--- config.mk ---
export PLATFORM = sky130hd
export DESIGN_NAME = c_subset_tokenizer_unit
export DESIGN_NICKNAME = d
export VERILOG_FILES = /design/src/hdl/ctok_pkg.sv /design/src/hdl/ctok_dp.sv /design/src/hdl/ctok_ctrl.sv /design/src/hdl/c_subset_tokenizer_unit.sv
export SDC_FILE = /design/constraint.sdc
export NUM_CORES = 1
export LEC_CHECK = 0
export BUFFER_PORTS_ARGS = -buffer_cell sky130_fd_sc_hd__buf_2
export CORE_ASPECT_RATIO = 1.4
export CORE_MARGIN = 2
export CORE_UTILIZATION = 40
export CTS_BUF_LIST = sky130_fd_sc_hd__clkbuf_2
export DETAILED_ROUTE_END_ITERATION = 8
export PLACE_DENSITY = 0.59
export SKIP_LAST_GASP = 1
export SYNTH_ARGS = -nofsm -noshare
export SYNTH_HDL_FRONTEND = slang
export SYNTH_SLANG_ARGS = --single-unit
--- constraint.sdc ---
create_clock -name clk -period 13.9 [get_ports clk]
set_input_delay 2.78 -clock clk [delete_from_list [all_inputs] [get_ports clk]]
set_output_delay 2.78 -clock clk [all_outputs]
set_load 0.005 [all_outputs]
--- src/hdl/ctok_pkg.sv ---
// Shared types, codes and constants for the C-subset tokenizer.
`timescale 1ns / 1ps
`default_nettype none
package ctok_pkg;

  localparam int MAX_TEXT = 32;
  localparam int IDX_W    = $clog2(MAX_TEXT);
  localparam int LEN_W    = $clog2(MAX_TEXT + 1);
  localparam int NUM_W    = 31;
  localparam int KIND_W   = 5;
  localparam int TIDX_W   = 5;
  localparam logic [NUM_W-1:0] NUM_MAX = {NUM_W{1'b1}};

  localparam logic [7:0] CH_SPACE = 8'h20;
  localparam logic [7:0] CH_NL    = 8'h0A;
  localparam logic [7:0] CH_HASH  = 8'h23;
  localparam logic [7:0] CH_QUOTE = 8'h22;

  typedef enum logic [KIND_W-1:0] {
    K_STRING  = 5'd0,
    K_PRINTF  = 5'd1,
    K_RETURN  = 5'd2,
    K_INT     = 5'd3,
    K_IF      = 5'd4,
    K_IDENT   = 5'd5,
    K_NUMBER  = 5'd6,
    K_SEMI    = 5'd7,
    K_LBRACE  = 5'd8,
    K_RBRACE  = 5'd9,
    K_LBRACK  = 5'd10,
    K_RBRACK  = 5'd11,
    K_LPAREN  = 5'd12,
    K_RPAREN  = 5'd13,
    K_ASSIGN  = 5'd14,
    K_LESS    = 5'd15,
    K_GREATER = 5'd16,
    K_UNKNOWN = 5'd17
  } kind_t;

  typedef enum logic [2:0] {
    C_SPACE,
    C_NEWLINE,
    C_HASH,
    C_QUOTE,
    C_LETTER,
    C_DIGIT,
    C_PUNCT,
    C_OTHER
  } cls_t;

  typedef enum logic [2:0] {
    OSEL_TOKEN,
    OSEL_EMPTY,
    OSEL_UNKNOWN,
    OSEL_NUM,
    OSEL_TEXT
  } osel_t;

  // Controller -> datapath
  typedef struct packed {
    logic  hold_byte;
    logic  clear_run;
    logic  append;
    logic  add_digit;
    logic  idx_clr;
    logic  idx_inc;
    logic  out_load;
    osel_t out_sel;
    kind_t out_kind;
  } cmd_t;

  // Datapath -> controller
  typedef struct packed {
    cls_t  cls;
    kind_t punct_kind;
    kind_t kw_kind;
    logic  len_zero;
    logic  idx_last;
    logic  out_free;
  } stat_t;

  function automatic cls_t byte_class(input logic [7:0] b);
    cls_t c;
    c = C_OTHER;
    if (b == CH_SPACE) c = C_SPACE;
    else if (b == CH_NL) c = C_NEWLINE;
    else if (b == CH_HASH) c = C_HASH;
    else if (b == CH_QUOTE) c = C_QUOTE;
    else if ((b >= 8'h61 && b <= 8'h7A) || (b >= 8'h41 && b <= 8'h5A)) c = C_LETTER;
    else if (b >= 8'h30 && b <= 8'h39) c = C_DIGIT;
    else begin
      case (b)
        8'h3B, 8'h7B, 8'h7D, 8'h5B, 8'h5D,
        8'h28, 8'h29, 8'h3D, 8'h3C, 8'h3E: c = C_PUNCT;
        default: c = C_OTHER;
      endcase
    end
    return c;
  endfunction

  function automatic kind_t punct_kind(input logic [7:0] b);
    kind_t k;
    case (b)
      8'h3B:   k = K_SEMI;
      8'h7B:   k = K_LBRACE;
      8'h7D:   k = K_RBRACE;
      8'h5B:   k = K_LBRACK;
      8'h5D:   k = K_RBRACK;
      8'h28:   k = K_LPAREN;
      8'h29:   k = K_RPAREN;
      8'h3D:   k = K_ASSIGN;
      8'h3C:   k = K_LESS;
      8'h3E:   k = K_GREATER;
      default: k = K_UNKNOWN;
    endcase
    return k;
  endfunction

endpackage
`default_nettype wire

--- src/hdl/ctok_dp.sv ---
// Tokenizer datapath: text store, digit accumulator, keyword match, output register.
`timescale 1ns / 1ps
`default_nettype none
module ctok_dp (
  input  wire logic                        clk,
  input  wire logic                        rst_n,
  input  wire logic [7:0]                  in_byte,
  input  wire ctok_pkg::cmd_t              cmd,
  output ctok_pkg::stat_t                  stat,
  input  wire logic                        out_tready,
  output logic                             out_tvalid,
  output logic [47:0]                      out_tdata,
  output logic [ctok_pkg::KIND_W-1:0]      out_tuser,
  output logic                             out_tlast
);

  logic [7:0]                    store_r [ctok_pkg::MAX_TEXT];
  logic [7:0]                    held_r;
  logic                          held_sel_r, held_sel_nxt;
  logic [ctok_pkg::LEN_W-1:0]    len_r, len_nxt, len_base;
  logic [ctok_pkg::NUM_W-1:0]    acc_r, acc_nxt, acc_base;
  logic                          ovf_r, ovf_nxt, ovf_base;
  logic [ctok_pkg::IDX_W-1:0]    idx_r, idx_nxt;
  logic [7:0]                    cur_byte;
  logic [34:0]                   acc_ten;
  logic                          kw_ok6, kw_ok3, kw_ok2;

  logic                          out_valid_r, out_valid_nxt;
  ctok_pkg::kind_t               o_kind_r, o_kind_nxt;
  logic [ctok_pkg::NUM_W-1:0]    o_num_r, o_num_nxt;
  logic [7:0]                    o_char_r, o_char_nxt;
  logic                          o_tv_r, o_tt_r, o_sat_r, o_last_r;
  logic                          o_tv_nxt, o_tt_nxt, o_sat_nxt, o_last_nxt;
  logic [ctok_pkg::TIDX_W-1:0]   o_idx_r, o_idx_nxt;

  // The held byte is selected from the transaction that ended a run until the run restarts
  assign cur_byte = held_sel_r ? held_r : in_byte;

  // Run state after an optional restart, then this transaction's update
  always_comb begin
    len_base = cmd.clear_run ? '0 : len_r;
    acc_base = cmd.clear_run ? '0 : acc_r;
    ovf_base = cmd.clear_run ? 1'b0 : ovf_r;
    len_nxt  = len_base;
    acc_nxt  = acc_base;
    ovf_nxt  = ovf_base;
    acc_ten  = (35'(acc_base) << 3) + (35'(acc_base) << 1) + 35'(cur_byte[3:0]);
    if (cmd.append) begin
      if (len_base < ctok_pkg::LEN_W'(ctok_pkg::MAX_TEXT)) len_nxt = len_base + 1'b1;
      else ovf_nxt = 1'b1;
    end
    if (cmd.add_digit) begin
      if (acc_ten > 35'(ctok_pkg::NUM_MAX)) begin
        acc_nxt = ctok_pkg::NUM_MAX;
        ovf_nxt = 1'b1;
      end else begin
        acc_nxt = acc_ten[ctok_pkg::NUM_W-1:0];
      end
    end
    idx_nxt = idx_r;
    if (cmd.idx_clr) idx_nxt = '0;
    else if (cmd.idx_inc) idx_nxt = idx_r + 1'b1;
    if (cmd.hold_byte) held_sel_nxt = 1'b1;
    else if (cmd.clear_run) held_sel_nxt = 1'b0;
    else held_sel_nxt = held_sel_r;
  end

  always_ff @(posedge clk) begin
    if (cmd.append && len_base < ctok_pkg::LEN_W'(ctok_pkg::MAX_TEXT)) begin
      store_r[len_base[ctok_pkg::IDX_W-1:0]] <= cur_byte;
    end
    if (cmd.hold_byte) held_r <= in_byte;
  end

  always_ff @(posedge clk) begin
    if (!rst_n) begin
      len_r      <= '0;
      acc_r      <= '0;
      ovf_r      <= 1'b0;
      idx_r      <= '0;
      held_sel_r <= 1'b0;
    end else begin
      len_r      <= len_nxt;
      acc_r      <= acc_nxt;
      ovf_r      <= ovf_nxt;
      idx_r      <= idx_nxt;
      held_sel_r <= held_sel_nxt;
    end
  end

  // Keyword match looks only at entries below the run length
  assign kw_ok6 = !ovf_r && len_r == ctok_pkg::LEN_W'(6);
  assign kw_ok3 = !ovf_r && len_r == ctok_pkg::LEN_W'(3);
  assign kw_ok2 = !ovf_r && len_r == ctok_pkg::LEN_W'(2);

  always_comb begin
    stat.kw_kind = ctok_pkg::K_IDENT;
    if (kw_ok6 && store_r[0] == "p" && store_r[1] == "r" && store_r[2] == "i" &&
        store_r[3] == "n" && store_r[4] == "t" && store_r[5] == "f")
      stat.kw_kind = ctok_pkg::K_PRINTF;
    else if (kw_ok6 && store_r[0] == "r" && store_r[1] == "e" && store_r[2] == "t" &&
             store_r[3] == "u" && store_r[4] == "r" && store_r[5] == "n")
      stat.kw_kind = ctok_pkg::K_RETURN;
    else if (kw_ok3 && store_r[0] == "i" && store_r[1] == "n" && store_r[2] == "t")
      stat.kw_kind = ctok_pkg::K_INT;
    else if (kw_ok2 && store_r[0] == "i" && store_r[1] == "f")
      stat.kw_kind = ctok_pkg::K_IF;
    stat.cls        = ctok_pkg::byte_class(cur_byte);
    stat.punct_kind = ctok_pkg::punct_kind(cur_byte);
    stat.len_zero   = (len_r == '0);
    stat.idx_last   = (ctok_pkg::LEN_W'(idx_r) + 1'b1 == len_r);
    stat.out_free   = !out_valid_r || out_tready;
  end

  // Output register
  always_comb begin
    out_valid_nxt = out_valid_r;
    if (cmd.out_load) out_valid_nxt = 1'b1;
    else if (out_tready) out_valid_nxt = 1'b0;
  end

  always_ff @(posedge clk) begin
    if (!rst_n) out_valid_r <= 1'b0;
    else out_valid_r <= out_valid_nxt;
  end

  always_comb begin
    o_kind_nxt = o_kind_r;
    o_num_nxt  = o_num_r;
    o_char_nxt = o_char_r;
    o_tv_nxt   = o_tv_r;
    o_idx_nxt  = o_idx_r;
    o_tt_nxt   = o_tt_r;
    o_sat_nxt  = o_sat_r;
    o_last_nxt = o_last_r;
    if (cmd.out_load) begin
      o_kind_nxt = cmd.out_kind;
      o_num_nxt  = '0;
      o_char_nxt = '0;
      o_tv_nxt   = 1'b0;
      o_idx_nxt  = '0;
      o_tt_nxt   = 1'b0;
      o_sat_nxt  = 1'b0;
      o_last_nxt = 1'b1;
      case (cmd.out_sel)
        ctok_pkg::OSEL_TOKEN: ;
        ctok_pkg::OSEL_EMPTY: o_tt_nxt = ovf_r;
        ctok_pkg::OSEL_UNKNOWN: begin
          o_char_nxt = cur_byte;
          o_tv_nxt   = 1'b1;
        end
        ctok_pkg::OSEL_NUM: begin
          o_num_nxt = acc_r;
          o_sat_nxt = ovf_r;
        end
        ctok_pkg::OSEL_TEXT: begin
          o_char_nxt = store_r[idx_r];
          o_tv_nxt   = 1'b1;
          o_idx_nxt  = ctok_pkg::TIDX_W'(idx_r);
          o_tt_nxt   = ovf_r;
          o_last_nxt = stat.idx_last;
        end
        default: ;
      endcase
    end
  end

  always_ff @(posedge clk) begin
    o_kind_r <= o_kind_nxt;
    o_num_r  <= o_num_nxt;
    o_char_r <= o_char_nxt;
    o_tv_r   <= o_tv_nxt;
    o_idx_r  <= o_idx_nxt;
    o_tt_r   <= o_tt_nxt;
    o_sat_r  <= o_sat_nxt;
    o_last_r <= o_last_nxt;
  end

  assign out_tvalid = out_valid_r;
  assign out_tdata  = {1'b0, o_sat_r, o_tt_r, o_idx_r, o_tv_r, o_char_r, o_num_r};
  assign out_tuser  = o_kind_r;
  assign out_tlast  = o_last_r;

endmodule
`default_nettype wire

--- src/hdl/ctok_ctrl.sv ---
// Tokenizer controller: scan mode and transaction sequencing.
`timescale 1ns / 1ps
`default_nettype none
module ctok_ctrl (
  input  wire logic            clk,
  input  wire logic            rst_n,
  input  wire logic            in_tvalid,
  input  wire logic            in_tlast,
  output logic                 in_tready,
  input  wire ctok_pkg::stat_t stat,
  output ctok_pkg::cmd_t       cmd
);

  typedef enum logic [2:0] {
    ST_IN   = 3'b001,
    ST_EMIT = 3'b010,
    ST_POST = 3'b100
  } state_t;

  typedef enum logic [4:0] {
    M_IDLE    = 5'b00001,
    M_COMMENT = 5'b00010,
    M_STRING  = 5'b00100,
    M_WORD    = 5'b01000,
    M_NUMBER  = 5'b10000
  } mode_t;

  state_t          st_r, st_nxt;
  mode_t           mode_r, mode_nxt, idle_mode;
  logic            pend_r, pend_nxt;
  ctok_pkg::kind_t ekind_r, ekind_nxt;
  ctok_pkg::cmd_t  idle_cmd;
  logic            in_fire;

  assign in_tready = (st_r == ST_IN) && stat.out_free;
  assign in_fire   = in_tvalid && in_tready;

  // Handling of a byte seen from the idle mode (current byte or the held one)
  always_comb begin
    idle_cmd           = '0;
    idle_cmd.clear_run = 1'b1;
    idle_cmd.out_kind  = ctok_pkg::K_UNKNOWN;
    idle_cmd.out_sel   = ctok_pkg::OSEL_TOKEN;
    idle_mode          = M_IDLE;
    case (stat.cls)
      ctok_pkg::C_SPACE, ctok_pkg::C_NEWLINE: ;
      ctok_pkg::C_HASH:  idle_mode = M_COMMENT;
      ctok_pkg::C_QUOTE: idle_mode = M_STRING;
      ctok_pkg::C_LETTER: begin
        idle_mode       = M_WORD;
        idle_cmd.append = 1'b1;
      end
      ctok_pkg::C_DIGIT: begin
        idle_mode          = M_NUMBER;
        idle_cmd.add_digit = 1'b1;
      end
      ctok_pkg::C_PUNCT: begin
        idle_cmd.out_load = 1'b1;
        idle_cmd.out_kind = stat.punct_kind;
      end
      default: begin
        idle_cmd.out_load = 1'b1;
        idle_cmd.out_sel  = ctok_pkg::OSEL_UNKNOWN;
      end
    endcase
  end

  always_comb begin
    st_nxt       = st_r;
    mode_nxt     = mode_r;
    pend_nxt     = pend_r;
    ekind_nxt    = ekind_r;
    cmd          = '0;
    cmd.out_kind = ctok_pkg::K_UNKNOWN;
    cmd.out_sel  = ctok_pkg::OSEL_TOKEN;
    case (st_r)
      ST_IN: begin
        if (in_fire) begin
          if (in_tlast) begin
            mode_nxt      = M_IDLE;
            cmd.clear_run = 1'b1;
            case (mode_r)
              M_WORD: begin
                if (stat.kw_kind != ctok_pkg::K_IDENT) begin
                  cmd.out_load = 1'b1;
                  cmd.out_kind = stat.kw_kind;
                end else begin
                  cmd.clear_run = 1'b0;
                  cmd.idx_clr   = 1'b1;
                  ekind_nxt     = ctok_pkg::K_IDENT;
                  pend_nxt      = 1'b0;
                  st_nxt        = ST_EMIT;
                end
              end
              M_STRING: begin
                if (stat.len_zero) begin
                  cmd.out_load = 1'b1;
                  cmd.out_sel  = ctok_pkg::OSEL_EMPTY;
                  cmd.out_kind = ctok_pkg::K_STRING;
                end else begin
                  cmd.clear_run = 1'b0;
                  cmd.idx_clr   = 1'b1;
                  ekind_nxt     = ctok_pkg::K_STRING;
                  pend_nxt      = 1'b0;
                  st_nxt        = ST_EMIT;
                end
              end
              M_NUMBER: begin
                cmd.out_load = 1'b1;
                cmd.out_sel  = ctok_pkg::OSEL_NUM;
                cmd.out_kind = ctok_pkg::K_NUMBER;
              end
              default: ;
            endcase
          end else begin
            case (mode_r)
              M_COMMENT: begin
                if (stat.cls == ctok_pkg::C_NEWLINE) mode_nxt = M_IDLE;
              end
              M_STRING: begin
                if (stat.cls == ctok_pkg::C_QUOTE) begin
                  mode_nxt = M_IDLE;
                  if (stat.len_zero) begin
                    cmd.clear_run = 1'b1;
                    cmd.out_load  = 1'b1;
                    cmd.out_sel   = ctok_pkg::OSEL_EMPTY;
                    cmd.out_kind  = ctok_pkg::K_STRING;
                  end else begin
                    cmd.idx_clr = 1'b1;
                    ekind_nxt   = ctok_pkg::K_STRING;
                    pend_nxt    = 1'b0;
                    st_nxt      = ST_EMIT;
                  end
                end else begin
                  cmd.append = 1'b1;
                end
              end
              M_WORD: begin
                if (stat.cls == ctok_pkg::C_LETTER) begin
                  cmd.append = 1'b1;
                end else begin
                  // word ends here; the terminating byte is replayed afterwards
                  mode_nxt      = M_IDLE;
                  cmd.hold_byte = 1'b1;
                  if (stat.kw_kind != ctok_pkg::K_IDENT) begin
                    cmd.out_load = 1'b1;
                    cmd.out_kind = stat.kw_kind;
                    st_nxt       = ST_POST;
                  end else begin
                    cmd.idx_clr = 1'b1;
                    ekind_nxt   = ctok_pkg::K_IDENT;
                    pend_nxt    = 1'b1;
                    st_nxt      = ST_EMIT;
                  end
                end
              end
              M_NUMBER: begin
                if (stat.cls == ctok_pkg::C_DIGIT) begin
                  cmd.add_digit = 1'b1;
                end else begin
                  mode_nxt      = M_IDLE;
                  cmd.hold_byte = 1'b1;
                  cmd.out_load  = 1'b1;
                  cmd.out_sel   = ctok_pkg::OSEL_NUM;
                  cmd.out_kind  = ctok_pkg::K_NUMBER;
                  st_nxt        = ST_POST;
                end
              end
              default: begin
                cmd      = idle_cmd;
                mode_nxt = idle_mode;
              end
            endcase
          end
        end
      end
      ST_EMIT: begin
        if (stat.out_free) begin
          cmd.out_load = 1'b1;
          cmd.out_sel  = ctok_pkg::OSEL_TEXT;
          cmd.out_kind = ekind_r;
          cmd.idx_inc  = 1'b1;
          if (stat.idx_last) begin
            if (pend_r) begin
              st_nxt = ST_POST;
            end else begin
              cmd.clear_run = 1'b1;
              st_nxt        = ST_IN;
            end
          end
        end
      end
      ST_POST: begin
        if (stat.out_free) begin
          cmd          = idle_cmd;
          mode_nxt     = idle_mode;
          pend_nxt     = 1'b0;
          st_nxt       = ST_IN;
        end
      end
      default: st_nxt = ST_IN;
    endcase
  end

  always_ff @(posedge clk) begin
    if (!rst_n) begin
      st_r    <= ST_IN;
      mode_r  <= M_IDLE;
      pend_r  <= 1'b0;
      ekind_r <= ctok_pkg::K_IDENT;
    end else begin
      st_r    <= st_nxt;
      mode_r  <= mode_nxt;
      pend_r  <= pend_nxt;
      ekind_r <= ekind_nxt;
    end
  end

endmodule
`default_nettype wire

--- src/hdl/c_subset_tokenizer_unit.sv ---
// Top level of the byte-serial C-subset tokenizer.
//
//  channel | dir | tdata                          | tuser     | tlast
//  in_     | in  | byte_in[7:0]                   | -         | end_of_input
//  out_    | out | number_value, text_char, ...   | kind[4:0] | last_of_token
//
// A byte that starts, extends or drops a run, or is punctuation or unknown
// seen from idle, is handled in the accepting cycle. A byte that ends a word
// or number is held and replayed from idle once the output is free. A text
// token sends one character per cycle (up to 32) while output is free; the
// single output register and one-read-per-cycle text store set this rate.
// Reset (rst_n low, synchronous) returns the scan mode to idle and empties
// the output register. A stalled output holds off new input transactions.
`timescale 1ns / 1ps
`default_nettype none
module c_subset_tokenizer_unit (
  input  wire logic                        clk,
  input  wire logic                        rst_n,
  input  wire logic                        in_tvalid,
  output logic                             in_tready,
  input  wire logic [7:0]                  in_tdata,   // [7:0] byte_in
  input  wire logic                        in_tlast,
  output logic                             out_tvalid,
  input  wire logic                        out_tready,
  // [30:0] number_value, [38:31] text_char, [39] text_valid, [44:40] text_index,
  // [45] text_truncated, [46] number_saturated, [47] zero
  output logic [47:0]                      out_tdata,
  output logic [ctok_pkg::KIND_W-1:0]      out_tuser,  // [4:0] kind
  output logic                             out_tlast
);

  ctok_pkg::cmd_t  cmd;
  ctok_pkg::stat_t stat;

  ctok_ctrl u_ctrl (
    .clk       (clk),
    .rst_n     (rst_n),
    .in_tvalid (in_tvalid),
    .in_tlast  (in_tlast),
    .in_tready (in_tready),
    .stat      (stat),
    .cmd       (cmd)
  );

  ctok_dp u_dp (
    .clk        (clk),
    .rst_n      (rst_n),
    .in_byte    (in_tdata),
    .cmd        (cmd),
    .stat       (stat),
    .out_tready (out_tready),
    .out_tvalid (out_tvalid),
    .out_tdata  (out_tdata),
    .out_tuser  (out_tuser),
    .out_tlast  (out_tlast)
  );

endmodule
`default_nettype wire

== Word-level counts from Yosys, hierarchy flattened ==
Memories as Yosys holds them, arrays and structs flattened. A register that Yosys moved wholly into a read port is not among the register bits.
Cells that the tools add are included.
Operators by class
  reduce and logical (&&, ||, !) cells: 50
  magnitude comparators: 8
  shifts and indexed selects: 0
  eq/ne operators: 66
  divide/modulo/power cells: 0
  multipliers: 0
  muxes and demuxes: 126
  bitwise gates (word level): 1
  add/subtract/negate cells: 5
Operators by type and width (count)
  equality test 8 x 7 -> 1 bit (second input constant): 19
  2-to-1 mux 5 bit: 20
  2-to-1 mux 31 bit: 3
  equality test 8 x 6 -> 1 bit (second input constant): 9
  case mux 5 bit (4 select lines): 3
  2-to-1 mux 3 bit: 18
  case mux 5 bit (10 select lines): 1
  2-to-1 mux 1 bit: 43
  2-to-1 mux 9 bit: 4
  adder 34 x 32 -> 35 bit: 1
  adder 35 x 4 -> 35 bit: 1
  greater-than comparator 35 x 31 -> 1 bit (second input constant): 1
  case mux 10 bit (3 select lines): 1
  case mux 5 bit (2 select lines): 3
  inequality test 4 bit (second input constant): 7
  case mux 3 bit (3 select lines): 3
  logical AND 1 bit: 26
  case mux 1 bit (2 select lines): 10
  2-to-1 mux 6 bit: 3
  case mux 3 bit (2 select lines): 3
  >= comparator 8 x 7 -> 1 bit (second input constant): 2
  less-or-equal comparator 8 x 7 -> 1 bit (second input constant): 2
  case mux 8 bit (2 select lines): 1
  equality test 3 x 2 -> 1 bit (second input constant): 5
  other kinds (43): 67
Word-level totals
  memory bits (read-only): 0
  output and inout bits: 56
  latch bits: 0
  flip-flop bits (word level): 120
  RAM bits: 256
  memories: 1
Memory list
  u_dp.store_r: depth 32, bits a word 8, rd ports 7, clocked after Yosys merged registers in 1, wr ports 1, line ctok_dp.sv:17  | logic [7:0] store_r [ctok_pkg::MAX_TEXT];

== Depth between registers and ports, before layout ==
  depth in word-level cells: 23
  mapped depth: 24
  depth with buffers taken out: 22

== Modules after synthesis ==
A second synthesis with hierarchy kept.
Second synthesis, totals
  cells, all modules: 1423
  area, all modules: 18895.6 um^2
Modules (own cells, without submodules)
  ctok_dp: sequential area each 10520.1 um^2, times used 1, cells an instance 1199, area an instance 17296.6 um^2
  ctok_ctrl: sequential area each 280.3 um^2, times used 1, cells an instance 224, area an instance 1599.0 um^2

== Worst setup path before layout ==
Ideal clock, no wire load.
  path kind: input to register
  start point: input in_tdata[0]
  end point: register u_dp.acc_r[15] (netlist name)
  setup time: 122 ps
  stages on the path: 22
  path slack: 6055 ps
  buffers on the path: 3
  required time: 13778 ps
  arrival time: 7724 ps
  cell sequence: mux2i_2 > clkinv_1 > nor2_1 > nand4b_1 > nor3b_1 > a211o_1 > and2_1 > clkbuf_1 > clkbuf_1 > nand2_1 > fa_1 > fa_1 > nor2b_1 > o31a_1 > o2111ai_1 > o211ai_1 > o21ai_0 > a21oi_1 > xnor2_1 > nand3_2 > buf_6 > o311a_1
Between the ends
  elaborated cells on any way between the ends: 51
  classes of those cells: add/sub: 2; order compare: 7; eq/ne: 16; mux: 21; reduce/logical: 5
RTL lines
  start: declaration: line c_subset_tokenizer_unit.sv:21  | input wire logic [7:0] in_tdata,
  2-to-1 mux 8 bit: line ctok_dp.sv:37  | assign cur_byte = held_sel_r ? held_r : in_byte;
  adder 35 x 4 -> 35 bit: line ctok_dp.sv:47  | acc_ten = (35'(acc_base) << 3) + (35'(acc_base) << 1) + 35'(cur_byte[3:0]);
  via u_dp.acc_ten[0]: line ctok_dp.sv:25  | logic [34:0] acc_ten;
  greater-than comparator 35 x 31 -> 1 bit: line ctok_dp.sv:53  | if (acc_ten > 35'(ctok_pkg::NUM_MAX)) begin
  2-to-1 mux 31 bit: line ctok_dp.sv:53
  2-to-1 mux 31 bit: line ctok_dp.sv:52  | if (cmd.add_digit) begin
  end signal: assignment: line ctok_dp.sv:84  | acc_r <= acc_nxt;
  end: declaration: line ctok_dp.sv:21  | logic [ctok_pkg::NUM_W-1:0] acc_r, acc_nxt, acc_base;
The timed path passes the listed nets, and every way through them passes these cells.
A chain may end at the register's enable or synchronous reset.

== Final worst setup path ==
  start point: input in_tdata[0]
  end point: register u_dp.acc_r[24] (netlist name)
The elaborated chain is that of the path after synthesis.

==> out/summary.md <==
The flow ran to the end, and the final reports show no timing, DRC or antenna violations. The number of endpoints with negative hold slack in the final report is 0, and the worst max-slew margin expressed relative to the limit is 26.6%. The total overflow left after global routing is 0. The run gives 1360 as the synthesized netlist cell count. The synthesized design contains 317 enable-type register cells. In this run the remaining antenna-violating nets after routing total 0.

The cell type of the slowest stage on the worst timing path was sky130_fd_sc_hd__a211o_1. The gate family responsible for the most delay along the worst path was simple AND/OR/NAND/NOR gates. In this run the vertical extent of the chip is 258 um. Walking the worst path, the cells encountered are buf_2, mux2i_2, clkinv_1, buf_4, nor2_1, nand4b_1, nor3b_1, a211o_1, and2_1, nand2_1, fa_1, inv_1, ha_1, a211oi_1, o211a_1, nor4_1, o31ai_1, a21o_1, nand4b_1, and4b_1, nand3_2, o311a_1. Setup repair after global routing left no endpoint under its margin. The path category of the worst min-delay check is flip-flop to flip-flop.

Together, buffers and inverters on the worst path number 4. The share of post-route cells with drive strength above 1 works out to 23.0%. The first routing iteration left 894 violations. The first-pass GRT wire length was 73100 um; the clock tree buffer depth was 3. Multi-input logic area: 7280 um2. After synthesis, the cell types taking the most area are sky130_fd_sc_hd__edfxtp_1 52%, sky130_fd_sc_hd__mux4_2 9.8%, sky130_fd_sc_hd__dfxtp_1 6.9%, sky130_fd_sc_hd__ha_1 4.5%, sky130_fd_sc_hd__nor2_1 1.8%. For this design the top-level I/O count stands at 69.

In this run the horizontal extent of the chip is 186 um. Global routing consumed, over all layers together, 20.1% of the routing resources. Dividing the detail-routed wire length by the instance count gives 21.8 um. The final critical path takes up 60.1% of the cycle. The run gives 1441 as the net count of the mapped netlist. For this run, the leading register cell type out of synthesis is sky130_fd_sc_hd__edfxtp_1.

The max-cap check violation count was 0; the count of buffers from port buffering was 67. By area, the combinational part of the netlist is dominated by simple AND/OR/NAND/NOR gates. The cell count of the worst hold path was 2; the final number of max-transition violations was 0.

The peak-usage layer in the global routing report is met2. For this run, the post-layout net count is 1549. The global routing met3 resource utilization was 3.58%. For this design, the CTS-stage hold fixing added 0 buffers.

The dominant cell type by count on the critical path was sky130_fd_sc_hd__nand4b_1. Registers take 10800 um2. Clock tree root buffer cell: sky130_fd_sc_hd__clkbuf_2. After clock tree synthesis, the clock-pin slew on the worst setup and hold paths is 0.10 ns. For this run, global-route usage on met1 was measured as 24.3%. The category of the worst setup path capture point is a flip-flop. TritonCTS built the clock tree. For hold timing, the worst endpoint is u_ctrl.ekind_r[3]. For the pin with the worst max-slew slack, the measured transition is 1.10 ns.

Counting distinct cell types in the post-synthesis netlist gives 84. The type of the worst setup path is input pin to flip-flop. For the count of placed standard cells including taps, the log shows 1993. Iteration count of the initial detailed-routing pass: 7. The finished layout holds 2159 standard cells, fillers aside. Post-synthesis share of cell area spent on full adders, half adders and majority gates: 4.69%.

The worst register-to-register path ends at u_dp.acc_r[24]. The floorplan step defined a die boundary enclosing 47900 um2. Dividing total power by cell area gives a power density of 101 nW/um2.

STA classifies the critical path startpoint as an input pin. The mean post-synth cell area was 13.6 um2; the area of the mapped netlist was 18500 um2. The largest fanout on the critical path is 39, and the fraction of the mapped netlist area in compound gates is 9.83%. The met2 track utilization from global routing is 35.4%.

Post-CTS timing repair inserted 0 buffers for setup. For this design, the sink count on the clock tree is 381. After floorplanning, the core was sized to cover 45800 um2. In this run the static leakage power is 7.24 nW. The number of global-route vias before repair is 12.4k, and the layout-stage area growth over the synthesis result is 9.70%. At the later pin of the worst-skew pair, clock insertion delay measures 1.00 ns. The number of flip-flops and latches in the synthesized netlist is 381, and the number of fill cells in the layout is 4298. Static timing analysis puts the maximum clock frequency at 120 MHz. After synthesis, the share of cell area in mux cells is 10.6%.

The required time of the worst setup path is 14.74 ns, and the post-CTS resize count is 0. After detailed routing, the number of vias per cell comes to 5.59. For this run, design rule violations remaining after detail routing come to 0.

The synthesized netlist devotes 12.4% of its cell area to simple gates. The final wirelength is 47100 um. The top cell type by area accounts for 51.5% of the synthesized area. At the end of routability-driven placement, the weighted congestion stood at 0.892.

Delay of the slowest cell on the worst path: 0.83 ns. Across all layers, the routed design uses 12.1k vias. The final critical-path required period is 8.35 ns. In this run the critical register-to-register path is launched from u_dp.held_sel_r. The cell depth of the worst flop-to-flop path came out at 21.

At the worst endpoint, the arrival time is 9.19 ns. After floorplanning, the core was divided into 93 placement rows. The starting density of the core was 40.3%. Counting flops with an async set or reset pin after synthesis yields a share of 0%. The initial antenna violation count was 1.

IR analysis of the VDD net gives a maximum drop of 0.0425 mV. The largest net degree at the start of global routing is 65. Xor and xnor fraction of the mapped netlist area: 1.85%. The fraction of the yosys area taken by sequential cells came out at 58.5%.

The number of setup violations in the final report is 0, and the final setup skew is 0.0716 ns. The post-DP HPWL came out at 32200 um. The tools report the launching element of the worst setup path as in_tdata[0]. TritonCTS created 90 clock buffers. Of all cell types, the one taking the most synthesized area is sky130_fd_sc_hd__edfxtp_1. In the final timing run, aggregate negative setup slack is 0 ns. The run gives 3 as the number of levels in the clock H-tree. The tools report the synthesis warning total as 0. Across all register-to-register paths, the minimum setup slack is 6.40 ns. In this run the most critical hold path is launched from u_ctrl.ekind_r[3].
[how the worst max path moves through the flow]
stage                          end  slack (ns)  cells past startpoint
finish              u_dp.acc_r[24]        5.55                     22
global placement    u_dp.acc_r[11]        4.66                     22
global route        u_dp.acc_r[24]        5.03                     22
floorplan           u_dp.acc_r[15]        6.05                     22
CTS                 u_dp.acc_r[24]        5.53                     22
detailed placement  u_dp.acc_r[11]        4.50                     22
[cell usage after synthesis (4+ instances only)]
cell                        count
sky130_fd_sc_hd__buf_2          7
sky130_fd_sc_hd__o2bb2ai_1      4
sky130_fd_sc_hd__mux2i_1       12
sky130_fd_sc_hd__nor4_1        11
sky130_fd_sc_hd__nand4b_1       4
sky130_fd_sc_hd__o21a_1        19
sky130_fd_sc_hd__o31ai_1        4
sky130_fd_sc_hd__a221o_1        4
sky130_fd_sc_hd__o311a_1       10
sky130_fd_sc_hd__nand3_1       29
sky130_fd_sc_hd__xnor2_1       20
sky130_fd_sc_hd__o221a_2       18
sky130_fd_sc_hd__buf_4          4
sky130_fd_sc_hd__edfxtp_1     317
sky130_fd_sc_hd__nor4bb_1       8
sky130_fd_sc_hd__o21ai_0       44
sky130_fd_sc_hd__inv_1         24
sky130_fd_sc_hd__xor2_1        19
sky130_fd_sc_hd__a211oi_1       6
sky130_fd_sc_hd__nor4b_1        4
sky130_fd_sc_hd__nand4_1       21
sky130_fd_sc_hd__a21o_1        15
sky130_fd_sc_hd__or3_1         12
sky130_fd_sc_hd__or2_2          7
sky130_fd_sc_hd__ha_1          66
sky130_fd_sc_hd__mux4_2        80
sky130_fd_sc_hd__nor2_1        90
sky130_fd_sc_hd__and2_1        37
sky130_fd_sc_hd__buf_1         13
sky130_fd_sc_hd__a31oi_1       13
sky130_fd_sc_hd__dfxtp_1       64
sky130_fd_sc_hd__nor2b_1       16
sky130_fd_sc_hd__o211a_1        4
sky130_fd_sc_hd__o22ai_1        8
sky130_fd_sc_hd__o211ai_1      10
sky130_fd_sc_hd__a21boi_0       5
sky130_fd_sc_hd__nand2b_1      20
sky130_fd_sc_hd__o21bai_1       7
sky130_fd_sc_hd__clkbuf_1      48
sky130_fd_sc_hd__a21oi_1       48
sky130_fd_sc_hd__nand2_1       79
sky130_fd_sc_hd__or3b_1         4
sky130_fd_sc_hd__and3_1        38
sky130_fd_sc_hd__nor3b_1        6
sky130_fd_sc_hd__nor3_1        20
[layer usage]
layer  vias up  wire, um
met1      6012     18800
met3        82      2310
met2       365     24600
met5         -         0
met4         0      1430
li1       5617         -
[stage by stage]
stage	hold slack, ns	setup slack (ns)	total power, mW	cell area [um2]	util [%]
3_3_place_gp	0.419	4.66	1.35	19500	42.4
2_1_floorplan	0.409	6.05	1.32	18500	-
3_5_place_dp	0.425	4.50	1.35	19500	42.4
4_1_cts	0.438	5.53	2.07	20300	44.2
6_report	0.438	5.55	2.04	20300	44.2
5_1_grt	0.470	5.03	2.14	20300	44.2
[cell families after synthesis]
| kind of cell | count (synthesis) |
|---|---|
| flip-flops | 381 |
| AND/OR/NAND/NOR | 424 |
| AO/OA/AOI/OAI | 254 |
| multiplexers | 95 |
| buffers and inverters | 98 |
| XOR/XNOR | 39 |
| adder cells (fa/ha/maj) | 68 |
| other | 1 |
[worst reg2reg max path, stage by stage (launching register included)]
cell	delay [ns]
sky130_fd_sc_hd__dfxtp_1	0.92
sky130_fd_sc_hd__mux2i_2	0.27
sky130_fd_sc_hd__clkinv_1	0.08
sky130_fd_sc_hd__buf_4	0.37
sky130_fd_sc_hd__nor2_1	0.19
sky130_fd_sc_hd__nand4b_1	0.15
sky130_fd_sc_hd__nor3b_1	0.27
sky130_fd_sc_hd__a211o_1	0.83
sky130_fd_sc_hd__and2_1	0.65
sky130_fd_sc_hd__nand2_1	0.23
sky130_fd_sc_hd__fa_1	0.62
sky130_fd_sc_hd__inv_1	0.05
sky130_fd_sc_hd__ha_1	0.29
sky130_fd_sc_hd__a211oi_1	0.10
sky130_fd_sc_hd__o211a_1	0.25
sky130_fd_sc_hd__nor4_1	0.33
sky130_fd_sc_hd__o31ai_1	0.14
sky130_fd_sc_hd__a21o_1	0.23
sky130_fd_sc_hd__nand4b_1	0.10
sky130_fd_sc_hd__and4b_1	0.24
sky130_fd_sc_hd__nand3_2	0.52
sky130_fd_sc_hd__o311a_1	0.56
[layout make-up]
| class | count | share of cell area (%) |
|---|---|---|
| flip-flops and latches | 381 | 53.3 |
| repair buffers | 89 | 2.47 |
| clock inverters | 30 | 0.648 |
| multi-input cells | 881 | 35.9 |
| clock buffers | 135 | 3.33 |
| diodes | 1 | 0.0123 |
| well taps | 617 | 3.81 |
| inverters | 25 | 0.463 |
[power breakdown]
group / internal, mW / total, mW / switching (mW)
registers: 1.24 / 1.25 / 0.00423
logic: 0.0225 / 0.0802 / 0.0577
clock network: 0.261 / 0.714 / 0.453
total: 1.53 / 2.04 / 0.515
[layout by cell type (no fill, tap or decap), types with 8 or more instances in the layout]
cell type and n:
sky130_fd_sc_hd__xnor2_1 20, sky130_fd_sc_hd__o211ai_1 10, sky130_fd_sc_hd__o22ai_1 8, sky130_fd_sc_hd__a31oi_1 13
sky130_fd_sc_hd__clkbuf_2 135, sky130_fd_sc_hd__nor4bb_1 8, sky130_fd_sc_hd__xor2_1 19, sky130_fd_sc_hd__buf_2 67
sky130_fd_sc_hd__mux2i_1 12, sky130_fd_sc_hd__a21oi_1 48, sky130_fd_sc_hd__inv_1 24, sky130_fd_sc_hd__nor2b_1 16
sky130_fd_sc_hd__o21a_1 19, sky130_fd_sc_hd__nand2b_1 20, sky130_fd_sc_hd__buf_4 22, sky130_fd_sc_hd__dfxtp_1 62
sky130_fd_sc_hd__nand4_1 21, sky130_fd_sc_hd__edfxtp_1 317, sky130_fd_sc_hd__mux4_2 80, sky130_fd_sc_hd__nand3_1 29
sky130_fd_sc_hd__or3_1 12, sky130_fd_sc_hd__ha_1 66, sky130_fd_sc_hd__o221a_2 18, sky130_fd_sc_hd__o21ai_0 44
sky130_fd_sc_hd__o311a_1 10, sky130_fd_sc_hd__nand2_1 78, sky130_fd_sc_hd__a21o_1 15, sky130_fd_sc_hd__nor3_1 19
sky130_fd_sc_hd__and2_1 37, sky130_fd_sc_hd__nor4_1 11, sky130_fd_sc_hd__and3_1 38, sky130_fd_sc_hd__nor2_1 89
sky130_fd_sc_hd__clkinv_1 22
[state kept, by name (all words and copies together), names as in the netlist, 3 cells and up, named ones only]
name	cells
u_ctrl.ekind_r	5
u_dp.idx_r	5
u_dp.held_r	8
u_dp.store_r	256
u_dp.len_r	6
u_dp.o_num_r	31
u_dp.o_char_r	8
u_dp.o_idx_r	5
u_ctrl.st_r	3
u_dp.out_tuser	5
u_dp.acc_r	31
u_ctrl.mode_r	5
(Power assumes the default switching activity.)
